**src/design/zih_pkg.sv**
```systemverilog
// ----------------------------------------------------------------------------
// zih_pkg
// shared types and constants of the zobrist incremental hash core
// ----------------------------------------------------------------------------
package zih_pkg;

  localparam int NUM_KEYS   = 781;
  localparam int NUM_DRAWS  = 2 * NUM_KEYS;
  localparam int NUM_PIECES = 12;
  localparam int KEY_AW     = $clog2(NUM_KEYS);
  localparam int DRAW_CW    = $clog2(NUM_DRAWS);
  localparam int BB_AW      = $clog2(NUM_PIECES);

  localparam int TURN_KEY        = 64 * 12;
  localparam int CASTLE_KEY_BASE = 64 * 12 + 1;
  localparam int EP_KEY_BASE     = 64 * 12 + 5;

  localparam logic [31:0] LCG_MUL = 32'd1664525;
  localparam logic [31:0] LCG_ADD = 32'd1013904223;

  localparam logic [6:0] EP_NONE = 7'h7f;

  // command codes
  localparam logic [2:0] FN_ADD    = 3'd0;
  localparam logic [2:0] FN_REMOVE = 3'd1;
  localparam logic [2:0] FN_EP     = 3'd2;
  localparam logic [2:0] FN_CASTLE = 3'd3;
  localparam logic [2:0] FN_TURN   = 3'd4;

  typedef enum logic [1:0] {
    ST_FILL,
    ST_IDLE,
    ST_EXEC
  } state_t;

  // key table fill traffic from the generator
  typedef struct packed {
    logic              key_we;
    logic [KEY_AW-1:0] key_addr;
    logic [63:0]       key_data;
    logic              bb_clr;
    logic              busy;
  } fill_t;

endpackage

```
**src/design/zih_keygen.sv**
```systemverilog
// ----------------------------------------------------------------------------
// zih_keygen
// lcg sequencer that fills the key table after reset, one draw per cycle
// ----------------------------------------------------------------------------
module zih_keygen (
  input  logic          clk,
  input  logic          rst_n,
  output zih_pkg::fill_t fill
);
  import zih_pkg::*;

  logic [31:0]        seed_r;
  logic [31:0]        seed_nxt;
  logic [31:0]        hi_r;
  logic [DRAW_CW-1:0] cnt_r;
  logic               busy_r;
  logic               last;

  assign seed_nxt = seed_r * LCG_MUL + LCG_ADD;
  assign last     = (cnt_r == DRAW_CW'(NUM_DRAWS - 1));

  always_ff @(posedge clk) begin
    if (!rst_n) begin
      seed_r <= '0;
      cnt_r  <= '0;
      busy_r <= 1'b1;
    end else if (busy_r) begin
      seed_r <= seed_nxt;
      cnt_r  <= cnt_r + DRAW_CW'(1);
      if (last) begin
        busy_r <= 1'b0;
      end
    end
  end

  // even draw is the high word
  always_ff @(posedge clk) begin
    if (busy_r && !cnt_r[0]) begin
      hi_r <= seed_nxt;
    end
  end

  assign fill.key_we   = busy_r & cnt_r[0];
  assign fill.key_addr = cnt_r[DRAW_CW-1:1];
  assign fill.key_data = {hi_r, seed_nxt};
  assign fill.bb_clr   = fill.key_we && (fill.key_addr < KEY_AW'(NUM_PIECES));
  assign fill.busy     = busy_r;

endmodule

```
**config.mk**
```make
export PLATFORM = sky130hd
export DESIGN_NAME = zih_keygen
export DESIGN_NICKNAME = d
export VERILOG_FILES = /design/src/design/zih_pkg.sv /design/src/design/zih_keygen.sv
export SDC_FILE = /design/constraint.sdc
export NUM_CORES = 1
export LEC_CHECK = 0
export BUFFER_PORTS_ARGS = -buffer_cell sky130_fd_sc_hd__buf_2
export CAP_MARGIN = 0
export CORE_ASPECT_RATIO = 1.5
export CORE_MARGIN = 8
export CORE_UTILIZATION = 26
export CTS_CLUSTER_DIAMETER = 80
export DETAILED_ROUTE_END_ITERATION = 8
export GPL_ROUTABILITY_DRIVEN = 0
export SYNTH_ARGS = -nofsm -noshare
export SYNTH_HDL_FRONTEND = slang
export SYNTH_SLANG_ARGS = --single-unit
export TNS_END_PERCENT = 20
```
**constraint.sdc**
```tcl
create_clock -name clk -period 19.3 [get_ports clk]
set_input_delay 0.965 -clock clk [delete_from_list [all_inputs] [get_ports clk]]
set_output_delay 0.965 -clock clk [all_outputs]
set_load 0.01 [all_outputs]
```
======== Word-level counts from Yosys, hierarchy flattened ========
Cells that the tools add are included.
word-level totals
  memory bits (read-only) ................. 0
  bits in latches ......................... 0
  input port bits ......................... 2
  word-level logic and storage cells ...... 15
  memory bits (writable) .................. 0
  output and inout bits ................... 77
  register bits ........................... 76
  memories kept ........................... 0
cells by class
  div/mod/pow operators ................... 0
  bitwise logic cells ..................... 1
  eq/ne operators ......................... 1
  multiplexer cells ....................... 2
  $lt $le $gt $ge ......................... 1
  multipliers ............................. 1
  shift operators ......................... 0
  add/sub/neg operators ................... 2
  reduce and logical (&&, ||, !) cells .... 3
operators by type and width
  cell                                                          count
  adder 32 x 30 -> 32 bit (second input constant)               1
  multiplier 32 x 21 -> 32 bit (second input constant)          1
  adder 11 x 1 -> 11 bit (second input constant)                1
  == test 11 bit (second input constant)                        1
  less-than comparator 10 x 4 -> 1 bit (second input constant)  1
  logical AND 1 bit                                             2
  two-way mux 1 bit                                             2
  bitwise AND 1 bit                                             1
  logical NOT 1 bit                                             1

======== Longest topological paths before layout ========
Gate-level depths: netlist (run 1).
  depth after elaboration ................. 3
  depth in mapped cells ................... 24
  depth with buffers taken out ............ 23

======== Least setup slack after synthesis (run 1) ========
OpenSTA, ideal clock, no wires.
  path kind ............................... reg2out
  start point ............................. register seed_r[1]
  end point ............................... output fill[32] in the netlist's numbering
  stages on the path, launching flop included .. 21
  slack ................................... 12386 ps
  data required time ...................... 18335 ps
  data arrival time ....................... 5949 ps
  path buffers ............................ 0
  cell sequence ........................... dfxtp_1 inv_1 ha_1 inv_1 fa_1 fa_1 inv_1 fa_1 inv_1 fa_1 fa_1 inv_1 fa_1 inv_1 ha_1 o21ai_0 o21ai_1 o21ba_2 o31ai_2 a221oi_2 xnor2_1
RTL lines
  item                    RTL line          text
  from (decl)             zih_keygen.sv:12  logic [31:0] seed_r;
  from (signal assigned)  zih_keygen.sv:28  seed_r <= seed_nxt;
  to (decl)               zih_keygen.sv:8   output zih_pkg::fill_t fill

==> results of run 1 <==
-- per-layer routing --
metal / vias to the layer above / track usage (%) / share of wire, %
li1: 3209 / - / -
met1: 3316 / 12.4 / 38
met2: 114 / 22.7 / 55
met3: 47 / 1.76 / 2.7
met4: 0 / 5.76 / 4.3
met5: - / 0 / 0
-- critical path, delay by kind of cell (launching register included) --
kind	cells	cell delay (ps)
flops	1	580
buf+inv	5	510
compound gates	5	1290
xor+xnor	3	820
fa+ha+maj	7	3490
-- sequential cells by signal (all words and copies together), names as in the netlist --
| register | flops |
|---|---|
| busy_r | 1 |
| hi_r | 32 |
| seed_r | 32 |
| cnt_r | 11 |
-- how the worst max path moves through the flow --
stage	from	endpoint	slack (ps)	cells after the start
3_3_place_gp	seed_r[1]	fill[32]	11710	21
3_5_place_dp	seed_r[1]	fill[32]	11670	20
2_1_floorplan	seed_r[1]	fill[32]	12390	20
5_1_grt	seed_r[1]	fill[32]	10740	20
6_report	seed_r[1]	fill[32]	11250	20
4_1_cts	seed_r[1]	fill[32]	11220	20
-- kinds of logic (layout without fill, tap and decap cells) --
kind of cell	count (synthesis)	in the layout	share of synthesized area [%]
adders and majority gates	298	298	48.5
and+or+nand+nor	139	139	6.60
AOI/OAI and AO/OA	91	91	6.88
muxes	18	18	1.84
buffers and inverters	310	380	12.3
DFF	76	76	18.7
xor gates and xnor gates	59	59	5.25
-- area by class of cell --
cell class                      instances  area [um2]
Multi-Input combinational cell        605        6800
Timing Repair Buffer                   79         398
Fill cell                            3973       26400
Clock inverter                          5        58.8
Tap cell                              489         612
Sequential cell                        76        1840
Inverter                              285        1070
Clock buffer                           11         243
-- placed cells by master (no fill, tap or decap), types with 17 or more instances in the layout --
master    instances
inv_1           284
ha_1            159
fa_1            139
buf_2            78
nor2_1           56
dfxtp_1          43
xnor2_1          40
edfxtp_1         32
nand2_1          30
xor2_1           19
a21oi_1          18
mux2i_1          17
-- through the flow --
step | utilization (%) | cells | hold slack (ps)
after detailed placement | 28.6 | 1534 | 508
after floorplan | - | 991 | 453
after global routing | 29.5 | 1550 | 538
after global placement | 28.6 | 1534 | 504
after CTS | 29.5 | 1550 | 522
final | 29.5 | 1550 | 520
==> summary.txt, run 1 <==
Timing
  • Slew Limit Fails: 0
  • Post-layout minimum cycle time: between 8000 and 9000 ps
  • RSZ-0062 raised after global routing: no
  • Final hold violations: 0
  • Clk_skew: 10.6 ps
  • Slew @ Worst Pin: 1110 ps
  • Max Freq: 124 MHz
  • # setup viols final: 0
  • Setup_tns: 0 ps
  • Worst rel slew slack: 25.7%
  • Final worst-path cycle share: 41.7%
  • Final worst slack: between 10,000 and 15,000 ps

Synth
  • Syn nets: between 1,000 and 1,500
  • Synth Area per Inst: 9.94 um2
  • Top post-synthesis cells by area: fa_1, ha_1, inv_1
  • Share of the synthesized area in the top cell type: 28.3%
  • Post-synth top area cell: fa_1
  • Count leader, synth: inv_1
  • Synth Warn #: 0
  • Commonest cells post-synth: inv_1, ha_1, fa_1, nor2_1, dfxtp_1
  • Register area share after synthesis: 18.7%
  • Post-Syn Area: 9850 um2
  • Distinct cells, synth: 55
  • Primary FF master, synth: dfxtp_1
  • Synth Register Bits: 76
  • EDFF count, synth: 32
  • Async SR Flop Fraction: 0%
  • Gate Count Post-Synth: 991

Detailed routing
  • Drt first pass iters: 4
  • Routed WL: about 25,000 um
  • DRC errors left: 0
  • Vias per inst: 4.31
  • Post-route ant nets: 0
  • Via count: 6,686
  • DR WL/cell: 16.2 um
  • Iteration-0 DRC Markers: 250

Setup path
  • Crit-path cells: inv_1 > ha_1 > xnor2_1 > xnor2_1 > fa_1 > inv_1 > fa_1 > fa_1 > fa_1 > inv_1 > fa_1 > inv_1 > ha_1 > a211oi_1 > o21ai_1 > o21ba_2 > o31ai_2 > a221oi_2 > xnor2_1 > buf_2
  • Setup Crit Path Kind: reg2out
  • Crit path max fanout: 10
  • Max incr delay on CP: 580 ps
  • Reg-to-reg critical path endpoint: seed_r[30]
  • Most frequent CP cell: fa_1
  • Worst-case reg-to-reg path depth: 20
  • Reg2reg setup slack: 12,510 ps
  • Worst R2R Start: seed_r[1]
  • CP Capture Type: output pin
  • Worst Setup Start Kind: flip-flop
  • Worst path slowest cell: dfxtp_1
  • Worst Path Required: 18,330 ps
  • Critical Path AT: between 7000 and 8000 ps

Min path
  • Hold path depth: 2
  • Hold Path Origin: seed_r[31]
  • HP Class: reg2reg
  • Hold Path End: seed_r[31]

Floorplan
  • Die Ht: roughly 250 um
  • Initial Util: between 20% and 30%
  • Die Area: ~44,000 um2
  • Site Rows: 87
  • Die Wd: ~170 um
  • Io pins: 79
  • CORE AREA: 37,400 um2

Clock network
  • Post-CTS resize count: 0
  • Post-CTS Setup Inserts: 0
  • CTS tree: done
  • Hold Buf Count CTS: 0
  • CTS root buffer: clkbuf_16
  • Worst-path clk slew: 60 ps
  • Clk sinks: 76
  • CTS Buffer Depth: 2
  • H-tree depth: 3
  • Num CTS Buffers: 9
  • Clock Latency Late Sink: 360 ps

Global routing
  • Largest net degree at the start of global routing: 44
  • Global route overflow: 0
  • Antenna violations before repair: 0
  • Gr usage total: 11.9%
  • First-pass GRT wire length: 40,900 um
  • Vias in the first global route: 7,561

Cells and area
  • # diodes: 0
  • Finished Cell Area: 11,000 um2
  • NumNets Final: around 1,400
  • Layout cells sized above 1: 10.7%
  • Layout area overhead: 12.0%

Placement
  • Place WS: about 12,000 ps
  • HPWL Detailed: 22,000 um
  • Placed inst area: 10,700 um2
  • Port bufs: 78

Job
  • Max-cap viol count: 0

Run status
  • Status: completed
Power of run 1 is not shown: default switching activity piles up to over one toggle a cycle in this logic, so the estimate is an artifact.
==> inputs of run 2 (changes only) <==
--- a/config.mk
+++ b/config.mk
@@ -5,6 +5,7 @@
 export SDC_FILE = /design/constraint.sdc
 export NUM_CORES = 1
 export LEC_CHECK = 0
+export ABC_AREA = 1
 export BUFFER_PORTS_ARGS = -buffer_cell sky130_fd_sc_hd__buf_2
 export CAP_MARGIN = 0
 export CORE_ASPECT_RATIO = 1.5
==> constraint.sdc (replaced) <==
create_clock -name clk -period 8 [get_ports clk]
set_input_delay 0.4 -clock clk [delete_from_list [all_inputs] [get_ports clk]]
set_output_delay 0.4 -clock clk [all_outputs]
set_load 0.01 [all_outputs]
==> run 2 against run 1 <==
First-iteration DRC count is 87% higher. Final cell count up 17%. Global-route usage is 1.5 points higher. Flip-flop and latch count is the same. Setup slack worse by 11000 ps. Register-to-register slack worse by 11000 ps. Critical path depth down 1. Non-clock buffer count increased by 2. Routed wire length up 21%. Worst hold slack worse by 120 ps. Utilization down 0.27 points.
==> summary.txt, run 2 <==
Clock network
  • CTS tree: done
  • Post-CTS resize count: 0
  • Num CTS Buffers: 9
  • Post-CTS Setup Inserts: 0
  • H-tree depth: 3
  • CTS root buffer: clkbuf_16
  • Clk sinks: 76
  • CTS Buffer Depth: 2
  • Worst-path clk slew: roughly 70 ps
  • Hold Buf Count CTS: 0
  • Clock Latency Late Sink: ~370 ps

Timing
  • Final hold violations: 0
  • Final worst slack: 521 ps
  • Setup_tns: 0 ps
  • Slew @ Worst Pin: 1200 ps
  • # setup viols final: 0
  • Clk_skew: 16.5 ps
  • Worst rel slew slack: about a fifth
  • Post-layout minimum cycle time: approximately 7500 ps
  • RSZ-0062 raised after global routing: no
  • Max Freq: approximately 130 MHz
  • Final worst-path cycle share: 93.5%
  • Slew Limit Fails: 0

Cells and area
  • Largest regs: hi_r (32), seed_r (32), cnt_r (11)
  • Layout cells sized above 1: 9.15%
  • NumNets Final: 1,606
  • Commonest non-fill, non-tap cells in the layout: inv_1, ha_1, nand2_1, fa_1, buf_2
  • # diodes: 0
  • Area of the multi-input gates: 7040 um2
  • Fill count: between 4,000 and 5,000
  • Final Non-Filler Cells: around 1,800
  • Layout area overhead: 11.4%
  • Most common cell after layout, fill and taps aside: inv_1
  • Seq. cell area: between 1500 and 2000 um2

Setup path
  • Worst R2R Start: seed_r[1]
  • CP startpoint: seed_r[1]
  • Crit-path leading delay family: adder cells
  • Reg-to-reg critical path endpoint: hi_r[21]
  • Setup Crit Path Kind: reg2out
  • Crit-path cells: inv_1 > ha_1 > xor2_1 > xor2_1 > fa_1 > inv_1 > fa_1 > fa_1 > fa_1 > inv_1 > fa_1 > inv_1 > ha_1 > a21oi_1 > o21ai_0 > a21oi_1 > nand3_1 > xor2_1 > buf_2
  • Most frequent CP cell: fa_1
  • Crit path max fanout: 9
  • Worst Path Required: between 7000 and 8000 ps
  • Worst path slowest cell: dfxtp_1
  • Buf/Inv on CP: 5
  • Max incr delay on CP: 560 ps
  • Reg2reg setup slack: 1250 ps
  • CP Depth: 19
  • Worst Setup Start Kind: flip-flop
  • Worst-case reg-to-reg path depth: 18
  • Critical Path AT: between 7000 and 8000 ps
  • CP Capture Type: output pin

Placement
  • Port bufs: 78
  • HPWL Detailed: 26,400 um
  • Place WS: 915 ps
  • Dpl cells: between 1,500 and 2,000

Synth
  • Register area share after synthesis: about 18%
  • Synth Warn #: 0
  • Synth Area per Inst: 8.47 um2
  • Primary FF master, synth: dfxtp_1
  • Commonest cells post-synth: inv_1, ha_1, nand2_1, fa_1, nor2_1
  • Count leader, synth: inv_1
  • Synth Register Bits: 76
  • Share of the synthesized area in the top cell type: 26.6%
  • Gate Count Post-Synth: 1,236
  • Post-synth top area cell: fa_1
  • Top post-synthesis cells by area: fa_1, ha_1, inv_1
  • Post-Syn Area: 10,500 um2
  • Distinct cells, synth: 36
  • Syn nets: 1,536
  • Async SR Flop Fraction: 0%
  • EDFF count, synth: 32

Floorplan
  • Die Wd: 180 um
  • Die Ht: 262 um
  • Site Rows: 90
  • Io pins: 79
  • Initial Util: 26.2%
  • Die Area: 47,100 um2
  • CORE AREA: 40,000 um2

Global routing
  • Largest net degree at the start of global routing: 46
  • Antenna violations before repair: 0
  • Gr usage total: 13.4%
  • Global route overflow: 0
  • Vias in the first global route: slightly below 9,000
  • First-pass GRT wire length: 48,200 um

Detailed routing
  • DRC errors left: 0
  • Via count: a little over 8,000
  • Iteration-0 DRC Markers: 468
  • Post-route ant nets: 0
  • Drt first pass iters: 5
  • Routed WL: just over 30,000 um
  • Vias per inst: approximately 4.4
  • DR WL/cell: 16.8 um

Min path
  • Hold Path End: busy_r
  • Hold Path Origin: rst_n
  • HP Class: in2reg
  • Hold path depth: 2

Job
  • Max-cap viol count: 0

Run status
  • Status: completed
run 2: logic make-up after synthesis:
| family | count (synthesis) | share of synthesized area (%) |
|---|---|---|
| AOI/OAI and AO/OA | 126 | 6.74 |
| xor gates and xnor gates | 26 | 2.17 |
| adders and majority gates | 298 | 45.6 |
| buffers and inverters | 403 | 15.2 |
| DFF | 76 | 17.6 |
| and+or+nand+nor | 307 | 12.7 |
run 2: cell type report:
type                       instances  area share (%)
multi-input combinational        757            60.4
sequential                        76            15.8
inverter                         381            12.3
tap                              506            5.43
timing repair buffer              81            3.54
clock buffer                      10            1.96
clock inverter                     6           0.622
run 2: worst max-delay path by stage:
stage | end | slack, ps
final | fill[23] | 520
after global routing | fill[23] | 170
after CTS | fill[23] | 460
after detailed placement | fill[23] | 910
after global placement | fill[23] | 860
after floorplan | fill[25] | 2100
run 2: layer usage:
layer | vias up | GRT usage [%] | routed length [um]
met4 | 0 | 7.66 | 1630
li1 | 3870 | - | -
met2 | 225 | 25.3 | 16200
met3 | 77 | 2.08 | 1360
met5 | - | 0 | 0
met1 | 3879 | 14.0 | 11300
run 2: metrics by stage:
stage          hold WS (ps)  area [um2]  util [%]
3_5_place_dp            508       11400      28.4
6_report                400       11700      29.2
2_1_floorplan           479       10500         -
4_1_cts                 391       11700      29.2
3_3_place_gp            503       11400      28.4
5_1_grt                 414       11700      29.2
Power of run 2 is left out for the same reason.
==> inputs of run 3 (changes only) <==
--- a/config.mk
+++ b/config.mk
@@ -14,6 +14,8 @@
 export CTS_CLUSTER_DIAMETER = 80
 export DETAILED_ROUTE_END_ITERATION = 8
 export GPL_ROUTABILITY_DRIVEN = 0
+export MAX_ROUTING_LAYER = met4
+export RECOVER_POWER = 25
 export SYNTH_ARGS = -nofsm -noshare
 export SYNTH_HDL_FRONTEND = slang
 export SYNTH_SLANG_ARGS = --single-unit
==> run 3 against run 2 <==
Global-route usage increased by 0.40 points. Register-to-register slack improved by 60 ps. Largest cell class unchanged. First-iteration DRC count shrank 3.4%. Maximum frequency grew 0.82%. The run now ends with max-capacitance violations, max-slew violations left. Highest routed layer unchanged. Die area did not move. Worst hold slack improved by 3.5 ps. Flip-flop and latch count did not move.
==> summary.txt, run 3 (synthesis results as in run 2) <==
Run status
  • Status: finished, violations left
  • Violated checks: max-capacitance violations, max-slew violations

Job
  • Max-cap viol count: 1

Timing
  • Clk_skew: 13.5 ps
  • Max Freq: between 100 and 150 MHz
  • Worst rel slew slack: -25.2%
  • RSZ-0062 raised after global routing: no
  • Final Hold Slack: 404 ps
  • Final worst-path cycle share: 92.7%
  • Setup_tns: 0 ps
  • Slew Limit Fails: 31
  • # setup viols final: 0
  • Slew @ Worst Pin: 1880 ps
  • Post-layout minimum cycle time: ~7400 ps
  • Final hold violations: 0

Min path
  • Hold Path End: busy_r
  • Hold Path Origin: rst_n
  • Hold path depth: 2
  • HP Class: in2reg

Setup path
  • Max incr delay on CP: 560 ps
  • Worst path slowest cell: fa_1
  • Buf/Inv on CP: 5
  • Crit-path leading delay family: adder cells
  • Crit path max fanout: 9
  • Worst Path Required: between 7000 and 8000 ps
  • Most frequent CP cell: fa_1
  • CP Depth: 19
  • Worst Setup Start Kind: flip-flop
  • Reg2reg setup slack: 1310 ps
  • Worst-case reg-to-reg path depth: 18
  • Critical Path AT: 7020 ps
  • CP Capture Type: output pin
  • Setup Crit Path Kind: reg2out
  • Reg-to-reg critical path endpoint: hi_r[21]
  • Worst R2R Start: seed_r[1]
  • Crit-path cells: inv_1 > ha_1 > xor2_1 > xor2_1 > fa_1 > inv_1 > fa_1 > fa_1 > fa_1 > inv_1 > fa_1 > inv_1 > ha_1 > a21oi_1 > o21ai_0 > a21oi_1 > nand3_1 > xor2_1 > buf_2

Global routing
  • First-pass GRT wire length: 48,200 um
  • Global route overflow: 0
  • Largest net degree at the start of global routing: 46
  • Gr usage total: 13.8%
  • Antenna violations before repair: 0
  • Vias in the first global route: between 8,000 and 9,000

Cells and area
  • # diodes: 0
  • Layout area overhead: 10.8%
  • Largest regs: hi_r (32), seed_r (32), cnt_r (11)
  • Layout cells sized above 1: 5.87%
  • Finished Cell Area: 11,600 um2
  • Commonest non-fill, non-tap cells in the layout: inv_1, ha_1, nand2_1, fa_1, nor2_1
  • NumNets Final: 1,606
  • Most common cell after layout, fill and taps aside: inv_1

Detailed routing
  • DR WL/cell: ~17 um
  • Drt first pass iters: 5
  • DRC errors left: 0
  • Post-route ant nets: 0
  • Via count: 8,042
  • Iteration-0 DRC Markers: 452
  • Vias per inst: 4.43
  • Routed WL: 30,500 um

Clock network
  • CTS root buffer: clkbuf_16
  • Num CTS Buffers: 9
  • H-tree depth: 3
  • CTS tree: done
  • Hold Buf Count CTS: 0
  • Clock Latency Late Sink: 370 ps
  • Clk sinks: 76
  • CTS Buffer Depth: 2
  • Post-CTS resize count: 0
  • Post-CTS Setup Inserts: 0
  • Worst-path clk slew: 70 ps

Floorplan
  • Site Rows: 90
  • CORE AREA: 40,000 um2
  • Io pins: 79
  • Die Ht: 262 um
  • Die Area: approximately 47,000 um2
  • Die Wd: 180 um
  • Initial Util: 26.2%

Placement
  • Placed inst area: 11,400 um2
  • Port bufs: 78
  • HPWL Detailed: 26,400 um
[run 3: changes by cell type in the layout (fill, tap and decap cells not counted), sizes merged]
cell,before,now
clkbuf,10,52
buf,81,39
[run 3: area by class of cell]
type / count / area, um2
Clock buffer: 10 / 229
Inverter: 381 / 1430
Sequential cell: 76 / 1840
Tap cell: 506 / 633
Multi-Input combinational cell: 757 / 7040
Fill cell: 4275 / 28400
Timing Repair Buffer: 81 / 358
Clock inverter: 6 / 72.6
[run 3: per-stage QoR]
step,utilization [%],cells,setup WS (ps)
2_1_floorplan,-,1236,2100
5_1_grt,29.0,1817,171
3_5_place_dp,28.4,1801,915
4_1_cts,29.2,1817,465
3_3_place_gp,28.4,1801,859
6_report,29.0,1817,581
[run 3: layer usage]
metal  share of wire, %  GRT usage (%)
met4                5.2           7.61
met5                  0              -
met1                 38           14.0
met3                3.6           1.96
met2                 53           25.3
[run 3: worst max-delay path by stage]
stage,start,endpoint
finish,seed_r[1],fill[23]
global route,seed_r[1],fill[23]
CTS,seed_r[1],fill[23]
detailed placement,seed_r[1],fill[23]
global placement,seed_r[1],fill[23]
floorplan,seed_r[1],fill[25]
Power of run 3 is left out for the same reason.
