**src/design/zih_pkg.sv**
```systemverilog
// ----------------------------------------------------------------------------
// zih_pkg
// shared types and constants of the zobrist incremental hash core
// ----------------------------------------------------------------------------
package zih_pkg;

  localparam int NUM_KEYS   = 781;
  localparam int NUM_DRAWS  = 2 * NUM_KEYS;
  localparam int NUM_PIECES = 12;
  localparam int KEY_AW     = $clog2(NUM_KEYS);
  localparam int DRAW_CW    = $clog2(NUM_DRAWS);
  localparam int BB_AW      = $clog2(NUM_PIECES);

  localparam int TURN_KEY        = 64 * 12;
  localparam int CASTLE_KEY_BASE = 64 * 12 + 1;
  localparam int EP_KEY_BASE     = 64 * 12 + 5;

  localparam logic [31:0] LCG_MUL = 32'd1664525;
  localparam logic [31:0] LCG_ADD = 32'd1013904223;

  localparam logic [6:0] EP_NONE = 7'h7f;

  // command codes
  localparam logic [2:0] FN_ADD    = 3'd0;
  localparam logic [2:0] FN_REMOVE = 3'd1;
  localparam logic [2:0] FN_EP     = 3'd2;
  localparam logic [2:0] FN_CASTLE = 3'd3;
  localparam logic [2:0] FN_TURN   = 3'd4;

  typedef enum logic [1:0] {
    ST_FILL,
    ST_IDLE,
    ST_EXEC
  } state_t;

  // key table fill traffic from the generator
  typedef struct packed {
    logic              key_we;
    logic [KEY_AW-1:0] key_addr;
    logic [63:0]       key_data;
    logic              bb_clr;
    logic              busy;
  } fill_t;

endpackage

```
**src/design/zih_bb_ram.sv**
```systemverilog
// ----------------------------------------------------------------------------
// zih_bb_ram
// per piece bitboards, one write port and one registered read port
// ----------------------------------------------------------------------------
module zih_bb_ram (
  input  logic                     clk,
  input  logic                     we,
  input  logic [zih_pkg::BB_AW-1:0] waddr,
  input  logic [63:0]              wdata,
  input  logic                     re,
  input  logic [zih_pkg::BB_AW-1:0] raddr,
  output logic [63:0]              rdata
);
  import zih_pkg::*;

  logic [63:0] mem [NUM_PIECES];

  always_ff @(posedge clk) begin
    if (we) begin
      mem[waddr] <= wdata;
    end
  end

  always_ff @(posedge clk) begin
    if (re) begin
      rdata <= mem[raddr];
    end
  end

endmodule
```
**config.mk**
```make
export PLATFORM = sky130hd
export DESIGN_NAME = zih_bb_ram
export DESIGN_NICKNAME = d
export VERILOG_FILES = /design/src/design/zih_pkg.sv /design/src/design/zih_bb_ram.sv
export SDC_FILE = /design/constraint.sdc
export NUM_CORES = 1
export LEC_CHECK = 0
export BUFFER_PORTS_ARGS = -buffer_cell sky130_fd_sc_hd__clkbuf_2
export CORE_ASPECT_RATIO = 1.2
export CORE_MARGIN = 5
export CORE_UTILIZATION = 45
export CTS_BUF_LIST = sky130_fd_sc_hd__clkbuf_8
export DETAILED_ROUTE_END_ITERATION = 6
export MAX_ROUTING_LAYER = met4
export PLACE_DENSITY = 0.71
export SKIP_CTS_REPAIR_TIMING = 1
export SYNTH_ARGS = -nofsm -noshare
export SYNTH_HDL_FRONTEND = slang
export SYNTH_SLANG_ARGS = --single-unit
```
**constraint.sdc**
```tcl
create_clock -name clk -period 6.35 [get_ports clk]
set_input_delay 1.27 -clock clk [delete_from_list [all_inputs] [get_ports clk]]
set_output_delay 1.27 -clock clk [all_outputs]
set_load 0.01 [all_outputs]
```
======== Word level (Yosys, flattened, before mapping) ========
Memory sizes are Yosys's and may differ from the RTL's. A register that Yosys moved wholly into a read port is not among the register bits.
Index checks and enable logic that the tools add are counted.
word-level totals
  flip-flop bits (word level) ............. 0
  memory bits (writable) .................. 768
  bits of input ports ..................... 75
  output and inout port bits .............. 64
  memories ................................ 1
cells by class
  muxes and demuxes ....................... 2
memory list
  name  words  bits a word  read ports  clocked after Yosys merged registers in  wr ports  RTL line          source
  mem   12     64           1           1                                        1         zih_bb_ram.sv:16  logic [63:0] mem [NUM_PIECES];
operator list
  operator          count
  1-bit 2-to-1 mux  2

======== Longest topological paths before layout ========
Gate-level depths: netlist of the first run.
  depth after elaboration ................. 2
  mapped depth ............................ 7

======== Least setup slack after synthesis of the first run ========
Ideal clock, no wire load.
  kind .................................... input to register
  from .................................... input port waddr[3] in the netlist's numbering
  to ...................................... memory mem[0][0], enable pin
  library setup time ...................... 0.565 ns
  data arrival time ....................... 6.059 ns
  required time ........................... 5.785 ns
  path slack .............................. -0.274 ns
  stages on the path ...................... 2
  path through ............................ or3b_1 nor3_1
RTL lines
  what             RTL line          source
  start, declared  zih_bb_ram.sv:8   input logic [zih_pkg::BB_AW-1:0] waddr,
  end, declared    zih_bb_ram.sv:16
Straight into the memory's write port.

======== Final worst setup path of the first run ========
  from .................................... input port waddr[2] in the netlist's numbering
  to ...................................... memory mem[8][46], enable pin
Straight into the memory's write port.

==> flow_metrics.py, run 1 <==
metrics = {
    "run_status": {
        "status": "finished clean",
    },
    "logic_synthesis": {
        "yosysTopAreaCell": "edfxtp_1",
        "synth_top_area_share_pct": 80.80,
        "ys.warnings.count": 0,
        "synth_ff_type": "edfxtp_1",
        "ys_seq_area_share_pct": 80.80,
        "synth.top_cells.by_count": "edfxtp_1, mux2i_1, mux4_2",
        "synth-seq-cells": 832,
        "syn_area_um2": 30920,
        "synth_most_common_cell": "edfxtp_1",
        "synth-async-reset-ratio_pct": 0,
        "synth-edff-count": 832,
        "synth_cell_types": 20,
        "yosys-top-cells-area": "edfxtp_1, mux4_2, mux2i_1, o221ai_1, a22oi_1",
        "synth_cells": 1307,
        "synth_nets": 1382,
        "avgSynthCellArea_um2": 23.66,
    },
    "route": {
        "drt_iter0_drc": 1413,
        "postRouteAntennaNets": 0,
        "vias": 14230,
        "drt-total-wl_mm": 64.65,
        "vias_per_cell": 5.632,
        "routedWlPerCell_um": 25.59,
        "drcViolationCount": 0,
        "dr.pass1.iters": 5,
    },
    "clocking": {
        "htreeDepth": 3,
        "clock_latency_ns": 0.73,
        "clock_path_buffers": 3,
        "clock_sinks": 832,
        "cts_tree": "done",
        "cts_root_buf": "clkbuf_8",
        "numCtsBuffers": 116,
        "clkTransAtPathRegs_ns": 0.07,
    },
    "floorplan": {
        "io_pins": 139,
        "die_x_um": 249.3,
        "initial_utilization_pct": 45.26,
        "core.rowCount": 105,
        "design.die.area_um2": 74080,
        "core_area_um2": 68320,
        "dieHeight_um": 297.2,
    },
    "timing": {
        "worst_clock_skew_ns": 0.03143,
        "period_share_pct": 50.30,
        "finalSetupViolations": 0,
        "max_freq_mhz": 313.1,
        "relSlewSlack_pct": 6.925,
        "period_needed_ns": 3.194,
        "slew_violations": 0,
        "hold_viol_final": 0,
        "rsz0062_at_grt": "false",
        "fin_tns_setup_ns": 0,
        "worstMarginPinSlew_ns": 1.392,
    },
    "pwr": {
        "internal-power_mw": 8.335,
        "power.share.clock_pct": 36.4,
        "seq_power_share_pct": 58.6,
        "ir_drop_mv": 0.1423,
        "p_leak_nw": 11.41,
        "swShare_pct": 21.77,
        "powerDensity_nw_per_um2": 305.1,
        "pwr-share-comb_pct": 5.1,
        "switching_power_mw": 2.319,
    },
    "finish": {
        "drive_above_1_share_pct": 30.54,
        "final_util_pct": 51.12,
        "area_delta_synth_final_pct": 12.94,
        "fillers": 5318,
        "nets": 1593,
    },
    "critical_path": {
        "crit_arrival_ns": 3.54,
        "cpLargestDelayFamily": "simple AND/OR/NAND/NOR gates",
        "worstSetupPathType": "in -> reg",
        "path_max_fanout": 25,
        "critPathMaxStageDelay_ns": 1.16,
        "cp.required_ns": 6.70,
        "slowest_stage": "nor3_4",
        "crit_path_end_kind": "flop",
        "r2r_start": "mem[7][14]",
        "path_cells": "clkbuf_2 > nand3b_1 > nor3_4 > buf_4",
        "worstSetupStartpointType": "input pin",
        "crit_start": "waddr[2]",
        "crit_buf_inv": 2,
    },
    "flow_run": {
        "drv_cap": 0,
    },
    "hold_path": {
        "hp-start": "mem[8][45]",
        "holdCritPathClass": "reg -> reg",
    },
    "global_routing": {
        "grt_pass1_vias": 15250,
        "grt_pass1_wl_mm": 96.72,
        "track_usage_pct": 17.80,
        "grt_max_degree": 79,
        "grt_antenna_before_repair": 9,
        "globalRouteOverflowTotal": 0,
    },
    "placement": {
        "io_buffer_count": 138,
        "gp_congestion": 0.6928,
        "dp_hpwl_mm": 32.84,
    },
}
-- worst reg2reg max path: cells and delay by family (launching register included) --
kind	cells	cell delay, ns
compound gates	2	0.52
flops	1	0.39
mux	1	0.50
-- layout make-up --
class / instances / area (um^2) / share of cell area (%)
clock inverter: 95 / 594.3 / 1.702
clock buffer: 116 / 1597 / 4.571
tap: 909 / 1137 / 3.257
multi-input combinational: 406 / 5670 / 16.24
timing repair buffer: 162 / 927.1 / 2.655
sequential: 832 / 24980 / 71.54
antenna: 6 / 15.01 / 0.04299
-- power by group through the flow --
stage                     Clock [mW]  Combinational (mW)  Sequential [mW]
after floorplan                    0               0.306             6.36
after global placement             0               0.534             6.35
after detailed placement           0               0.549             6.36
after CTS                       3.98               0.551             6.24
after global routing            4.25               0.583             6.25
final                           3.88               0.540             6.24
-- flip-flops by register name, summed over array words and instances (netlist names) --
register,count
rdata,64
mem,768
-- metrics by stage --
stage / hold slack [ns] / power [mW] / worst slack (ns) / area, um^2 / cells
2_1_floorplan: 0.6068 / 6.664 / 1.460 / 30940 / 1307
3_3_place_gp: 0.6184 / 6.884 / 2.518 / 32720 / 2309
3_5_place_dp: 0.6299 / 6.906 / 2.373 / 32720 / 2309
4_1_cts: 0.6061 / 10.77 / 3.176 / 34910 / 2520
5_1_grt: 0.6600 / 11.08 / 3.115 / 34920 / 2526
6_report: 0.6100 / 10.65 / 3.156 / 34920 / 2526
-- placed cells by master, fill, tap and decap left out --
master,netlist,routed
edfxtp_1,832,832
clkbuf_2,1,135
mux2i_1,128,128
mux4_2,128,128
clkbuf_8,0,116
a22oi_1,44,44
o221ai_1,44,44
clkinv_1,0,35
inv_1,0,30
buf_4,15,22
a22oi_2,20,20
o221ai_2,20,20
clkinv_2,0,15
nor2_4,0,10
diode_2,0,6
bufinv_16,0,5
nor3_4,0,3
clkinvlp_4,0,3
buf_12,0,3
nand2b_1,3,2
nand3b_1,2,2
inv_12,0,2
clkinv_8,0,2
nand2_4,0,1
nand2b_4,0,1
nor2b_4,0,1
nand2_1,2,1
or3b_1,1,1
inv_6,0,1
inv_16,0,1
clkinv_4,0,1
buf_8,0,1
buf_6,10,1
-- cells by family (layout without fill, tap and decap cells) --
logic type | after synthesis | in the layout | share of synthesized area, %
DFF | 832 | 832 | 80.80
muxes | 256 | 256 | 13.47
AOI/OAI and AO/OA | 128 | 128 | 4.095
buffers and inverters | 69 | 373 | 1.291
and+or+nand+nor | 22 | 22 | 0.3520
other | 0 | 6 | 0
-- layer usage --
layer  track usage [%]  wire length, um  up-vias  part of all wire (%)
met5                 -                0        -                     0
li1                  -                -     6070                     -
met4             4.639             1127        0                   1.7
met1             23.19            26060     7534                    40
met2             28.97            32940      523                    51
met3             3.874             4524      100                   7.0
-- path summary, 6_finish.rpt --
path | to | slack, ns | depth (start not counted)
setup / recovery | mem[8][46] | 3.16 | 4
hold / removal | rdata[45] | 0.61 | 2
setup reg to reg | rdata[14] | 4.61 | 3
hold reg to reg | rdata[45] | 0.61 | 2
Note: power is estimated with default switching activity, not from simulation.
==> run 2: changes to the inputs <==
--- a/config.mk
+++ b/config.mk
@@ -12,7 +12,7 @@
 export CTS_BUF_LIST = sky130_fd_sc_hd__clkbuf_8
 export DETAILED_ROUTE_END_ITERATION = 6
 export MAX_ROUTING_LAYER = met4
-export PLACE_DENSITY = 0.71
+export PLACE_DENSITY = 0.68
 export SKIP_CTS_REPAIR_TIMING = 1
 export SYNTH_ARGS = -nofsm -noshare
 export SYNTH_HDL_FRONTEND = slang
==> constraint.sdc (replaced) <==
create_clock -name clk -period 3.3 [get_ports clk]
set_input_delay 0.66 -clock clk [delete_from_list [all_inputs] [get_ports clk]]
set_output_delay 0.66 -clock clk [all_outputs]
set_load 0.01 [all_outputs]
==> run 2 against run 1 <==
Against the previous run:
- combinational power is 100% higher
- core utilization is 0.96 points higher
- final area is 1.9% higher
- die area stayed put
- power is 90% higher
- sequential share of layout area is 1.3 points lower
- critical path depth is 3 lower
- worst hold slack worse by 0.33 ns
- clock skew is 0.017 ns lower
- register-to-register slack worse by 2.9 ns
- sequential power is 92% higher
- final cell count is 1.5% higher
==> flow_metrics.py, run 2 (synthesis results as in run 1) <==
metrics = {
    "run_status": {
        "status": "finished clean",
    },
    "pwr": {
        "pwr-share-comb_pct": 5.4,
        "internal-power_mw": 15.92,
        "p_leak_nw": 11.65,
        "ir_drop_mv": 0.2936,
        "switching_power_mw": 4.360,
        "swShare_pct": 21.50,
        "power.share.clock_pct": 35.4,
        "powerDensity_nw_per_um2": 570.1,
        "seq_power_share_pct": 59.2,
    },
    "global_routing": {
        "grt_pass1_wl_mm": 99.90,
        "grt_pass1_vias": 15320,
        "grt_max_degree": 65,
        "track_usage_pct": 18.45,
        "grt_antenna_before_repair": 13,
        "globalRouteOverflowTotal": 0,
    },
    "finish": {
        "drive_above_1_share_pct": 32.07,
        "multi_input_area_um2": 5670,
        "nets": 1626,
        "layout_common_cells": "edfxtp_1, clkbuf_2, mux2i_1, mux4_2, clkbuf_8",
        "seqCellArea_um2": 24980,
        "fillers": 5264,
        "area_delta_synth_final_pct": 15.07,
        "instances_no_fill": 2563,
        "largest_register_ffs": 768,
        "layout_commonest_cell": "edfxtp_1",
        "regMostFlops": "mem",
        "top_regs": "mem: 768 flops, rdata: 64 flops",
    },
    "clocking": {
        "htreeDepth": 3,
        "numCtsBuffers": 113,
        "clock_path_buffers": 3,
        "clock_sinks": 832,
        "clock_latency_ns": 0.70,
        "cts_root_buf": "clkbuf_8",
        "clkTransAtPathRegs_ns": 0.06,
        "cts_tree": "done",
    },
    "timing": {
        "worst_clock_skew_ns": 0.01437,
        "finalSetupViolations": 0,
        "relSlewSlack_pct": 47.52,
        "hold_viol_final": 0,
        "max_freq_mhz": 497.8,
        "period_share_pct": 60.88,
        "worstMarginPinSlew_ns": 0.7853,
        "setup_ws_ns": 1.291,
        "period_needed_ns": 2.009,
        "rsz0062_at_grt": "false",
        "whs_ns": 0.2769,
        "slew_violations": 0,
    },
    "floorplan": {
        "die_x_um": 249.3,
        "io_pins": 139,
        "core.rowCount": 105,
        "core_area_um2": 68320,
        "dieHeight_um": 297.2,
        "initial_utilization_pct": 45.26,
        "design.die.area_um2": 74080,
    },
    "critical_path": {
        "cp.required_ns": 2.64,
        "path_cells": "clkbuf_2",
        "path_max_fanout": 1,
        "timing.rr.end": "rdata[22]",
        "r2r_start": "mem[6][22]",
        "crit_arrival_ns": 1.35,
        "crit_buf_inv": 1,
        "ff2ff_path_depth": 3,
        "crit_path_end_kind": "output port",
        "cpLargestDelayFamily": "flip-flops",
        "worstSetupStartpointType": "flop",
        "worstSetupPathType": "reg -> out",
        "r2r_slack_ns": 1.70,
        "critPathMaxStageDelay_ns": 0.48,
        "slowest_stage": "edfxtp_1",
    },
    "hold_path": {
        "hold_depth": 1,
        "hp-start": "wdata[29]",
        "holdPathEnd": "mem[8][29]",
        "holdCritPathClass": "in -> reg",
    },
    "route": {
        "routedWlPerCell_um": 26.05,
        "vias": 14310,
        "drt_iter0_drc": 1179,
        "postRouteAntennaNets": 0,
        "dr.pass1.iters": 5,
        "drcViolationCount": 0,
        "drt-total-wl_mm": 66.77,
        "vias_per_cell": 5.585,
    },
    "placement": {
        "dp_hpwl_mm": 35.80,
        "io_buffer_count": 138,
        "pre_cts_ws_ns": 0.7299,
        "dp_cells": 2345,
        "gp_congestion": 0.7230,
    },
    "flow_run": {
        "drv_cap": 0,
    },
}
## run 2: cell count changes in the layout (fill, tap and decap cells not counted), sizes merged
cell / delta
buf: +36
clkbuf: -1
bufinv: -1
diode: +8
clkinvlp: +2
inv: -7
## run 2: per-stage QoR
step	cell area [um^2]	power (mW)	util, %	setup TNS [ns]
6_report	35580	20.28	52.08	0
2_1_floorplan	30960	12.82	-	-236.62
4_1_cts	35550	20.49	52.03	0
5_1_grt	35580	21.06	52.08	0
3_3_place_gp	33480	13.31	49.00	0
3_5_place_dp	33480	13.35	49.00	0
## run 2: area by class of cell
type / instances / share of cell area [%]
clock inverters: 89 / 1.368
clock buffers: 115 / 4.448
multi-input cells: 406 / 15.94
flip-flops and latches: 832 / 70.22
repair buffers: 198 / 4.737
well taps: 909 / 3.196
diodes: 14 / 0.09846
## run 2: layer usage
layer / track usage, % / wire length [um] / up-vias
met5: - / 0 / -
met4: 5.084 / 1123 / 0
met3: 4.162 / 4708 / 76
met2: 29.76 / 33990 / 494
met1: 24.06 / 26950 / 7582
li1: - / - / 6162
## run 2: how the worst max path moves through the flow
stage | start | to | slack [ns] | cells past startpoint
finish | rdata[7] | rdata[7] | 1.29 | 1
global route | rdata[21] | rdata[21] | 1.21 | 1
detailed placement | raddr[0] | rdata[51] | 0.73 | 6
CTS | rdata[28] | rdata[28] | 1.22 | 1
global placement | raddr[0] | rdata[50] | 0.75 | 6
floorplan | waddr[3] | mem[1][0] | -0.98 | 2
## run 2: power groups by stage
stage	Clock, mW	Sequential (mW)	Combinational (mW)
after floorplan	0	12.2	0.590
after global placement	0	12.2	1.09
after detailed placement	0	12.2	1.12
after CTS	7.36	12.0	1.12
after global routing	7.86	12.0	1.19
final	7.18	12.0	1.10
==> run 3: changes to the inputs <==
--- a/config.mk
+++ b/config.mk
@@ -12,7 +12,7 @@
 export CTS_BUF_LIST = sky130_fd_sc_hd__clkbuf_8
 export DETAILED_ROUTE_END_ITERATION = 6
 export MAX_ROUTING_LAYER = met4
-export PLACE_DENSITY = 0.68
+export PLACE_DENSITY = 0.71
 export SKIP_CTS_REPAIR_TIMING = 1
 export SYNTH_ARGS = -nofsm -noshare
 export SYNTH_HDL_FRONTEND = slang
==> constraint.sdc (replaced) <==
create_clock -name clk -period 1.7 [get_ports clk]
set_input_delay 0.34 -clock clk [delete_from_list [all_inputs] [get_ports clk]]
set_output_delay 0.34 -clock clk [all_outputs]
set_load 0.01 [all_outputs]
==> run 3 against run 2 <==
Against the previous run:
- the flow now finishes with violations (negative setup slack)
- clock-buffer cell count increased by 3
- register-to-register slack got worse by 1.6 ns
- first-iteration DRC count increased by 7.4%
- clock skew increased by 0.021 ns
- via count increased by 5.3%
- critical path type unchanged
- critical endpoint is now rdata[23]
- highest routed layer unchanged
==> flow_metrics.py, run 3 (synthesis results as in run 1) <==
metrics = {
    "run_status": {
        "status": "complete, but fails checks",
        "violations": "negative setup slack",
    },
    "timing": {
        "rsz0062_at_grt": "true",
        "max_freq_mhz": 570.9,
        "fin_tns_setup_ns": -0.08608,
        "whs_ns": 0.001877,
        "finalSetupViolations": 3,
        "slew_violations": 0,
        "period_needed_ns": 1.752,
        "relSlewSlack_pct": 27.71,
        "worstMarginPinSlew_ns": 1.082,
        "worst_clock_skew_ns": 0.03513,
        "setup_ws_ns": -0.05158,
        "hold_viol_final": 0,
        "period_share_pct": 103.0,
    },
    "critical_path": {
        "worstSetupPathType": "reg -> out",
        "crit_path_end_kind": "output port",
        "crit_arrival_ns": 1.41,
        "path_cells": "clkbuf_2",
        "worstSetupStartpointType": "flop",
        "cpLargestDelayFamily": "flip-flops",
        "cp.required_ns": 1.36,
        "crit_buf_inv": 1,
        "path_max_fanout": 1,
        "critPathMaxStageDelay_ns": 0.50,
        "slowest_stage": "edfxtp_1",
        "r2r_slack_ns": 0.11,
    },
    "placement": {
        "placed_cell_area_um2": 34840,
        "gp_congestion": 0.7680,
        "io_buffer_count": 138,
        "dp_hpwl_mm": 43.00,
    },
    "floorplan": {
        "core_area_um2": 68320,
        "core.rowCount": 105,
        "design.die.area_um2": 74080,
        "io_pins": 139,
        "initial_utilization_pct": 45.26,
        "die_x_um": 249.3,
        "dieHeight_um": 297.2,
    },
    "hold_path": {
        "holdCritPathClass": "in -> reg",
    },
    "finish": {
        "fin_area_um2": 37670,
        "top_regs": "mem: 768 flops, rdata: 64 flops",
        "nets": 1794,
        "largest_register_ffs": 768,
        "layout_common_cells": "edfxtp_1, clkbuf_2, mux2i_1, mux4_2, clkbuf_8",
        "drive_above_1_share_pct": 34.63,
        "regMostFlops": "mem",
        "layout_commonest_cell": "edfxtp_1",
        "area_delta_synth_final_pct": 21.84,
        "final_util_pct": 55.15,
    },
    "pwr": {
        "pwr-share-comb_pct": 6.2,
        "ir_drop_mv": 0.6521,
        "power.share.clock_pct": 36.0,
        "powerDensity_nw_per_um2": 1070,
        "p_leak_nw": 12.69,
        "switching_power_mw": 8.751,
        "swShare_pct": 21.72,
        "seq_power_share_pct": 57.8,
        "internal-power_mw": 31.55,
    },
    "route": {
        "postRouteAntennaNets": 0,
        "routedWlPerCell_um": 25.03,
        "dr.pass1.iters": 5,
        "vias": 15070,
        "drcViolationCount": 0,
        "vias_per_cell": 5.515,
        "drt_iter0_drc": 1266,
        "drt-total-wl_mm": 68.41,
    },
    "global_routing": {
        "grt_pass1_vias": 15810,
        "grt_antenna_before_repair": 5,
        "track_usage_pct": 18.77,
        "grt_max_degree": 41,
        "grt_pass1_wl_mm": 101.8,
        "globalRouteOverflowTotal": 0,
    },
    "clocking": {
        "clock_path_buffers": 3,
        "clock_sinks": 832,
        "numCtsBuffers": 117,
        "clock_latency_ns": 0.73,
        "cts_tree": "done",
        "clkTransAtPathRegs_ns": 0.07,
        "htreeDepth": 3,
        "cts_root_buf": "clkbuf_8",
    },
    "flow_run": {
        "drv_cap": 0,
    },
}
-- run 3: cell types whose count changed in the layout (fill, tap and decap cells not counted), sizes merged --
cell	previous run	this run
dlygate4sd3	0	63
bufinv	4	5
inv	27	38
clkbuf	250	253
buf	63	164
diode	14	5
-- run 3: layout make-up --
| type | instances | area, um^2 |
|---|---|---|
| Fill cell | 5094 | 30640 |
| Sequential cell | 832 | 24980 |
| Multi-Input combinational cell | 406 | 5673 |
| Timing Repair Buffer | 362 | 3675 |
| Clock buffer | 118 | 1624 |
| Tap cell | 909 | 1137 |
| Clock inverter | 101 | 569.3 |
| Antenna cell | 5 | 12.51 |
-- run 3: metal layers --
metal	routed length, um	share of wire, %	vias up	global-route usage, %
met5	0	0	-	-
met4	1232	1.8	0	5.123
met2	36330	53	510	31.82
met1	27000	39	7958	23.73
li1	-	-	6512	-
met3	3838	5.6	92	3.235
-- run 3: path summary, 6_finish.rpt --
path | startpoint | to | depth (start not counted)
setup / recovery | rdata[23] | rdata[23] | 1
hold / removal | wdata[26] | mem[3][26] | 1
setup reg to reg | mem[0][59] | rdata[59] | 3
hold reg to reg | mem[8][36] | rdata[36] | 2
-- run 3: per-stage QoR --
| stage | instances | total power, mW | worst slack [ns] |
|---|---|---|---|
| floorplan | 1307 | 24.93 | -1.108 |
| global placement | 2446 | 26.06 | -0.4355 |
| detailed placement | 2446 | 26.15 | -0.4687 |
| CTS | 2665 | 40.58 | -0.1417 |
| global route | 2733 | 41.82 | -0.1133 |
| finish | 2733 | 40.30 | -0.05158 |
-- run 3: power by group through the flow --
stage | clock (mW) | sequential [mW] | combinational [mW]
5_1_grt | 15.8 | 23.3 | 2.69
4_1_cts | 14.8 | 23.3 | 2.42
2_1_floorplan | 0 | 23.7 | 1.19
3_3_place_gp | 0 | 23.7 | 2.35
6_report | 14.5 | 23.3 | 2.51
3_5_place_dp | 0 | 23.7 | 2.42
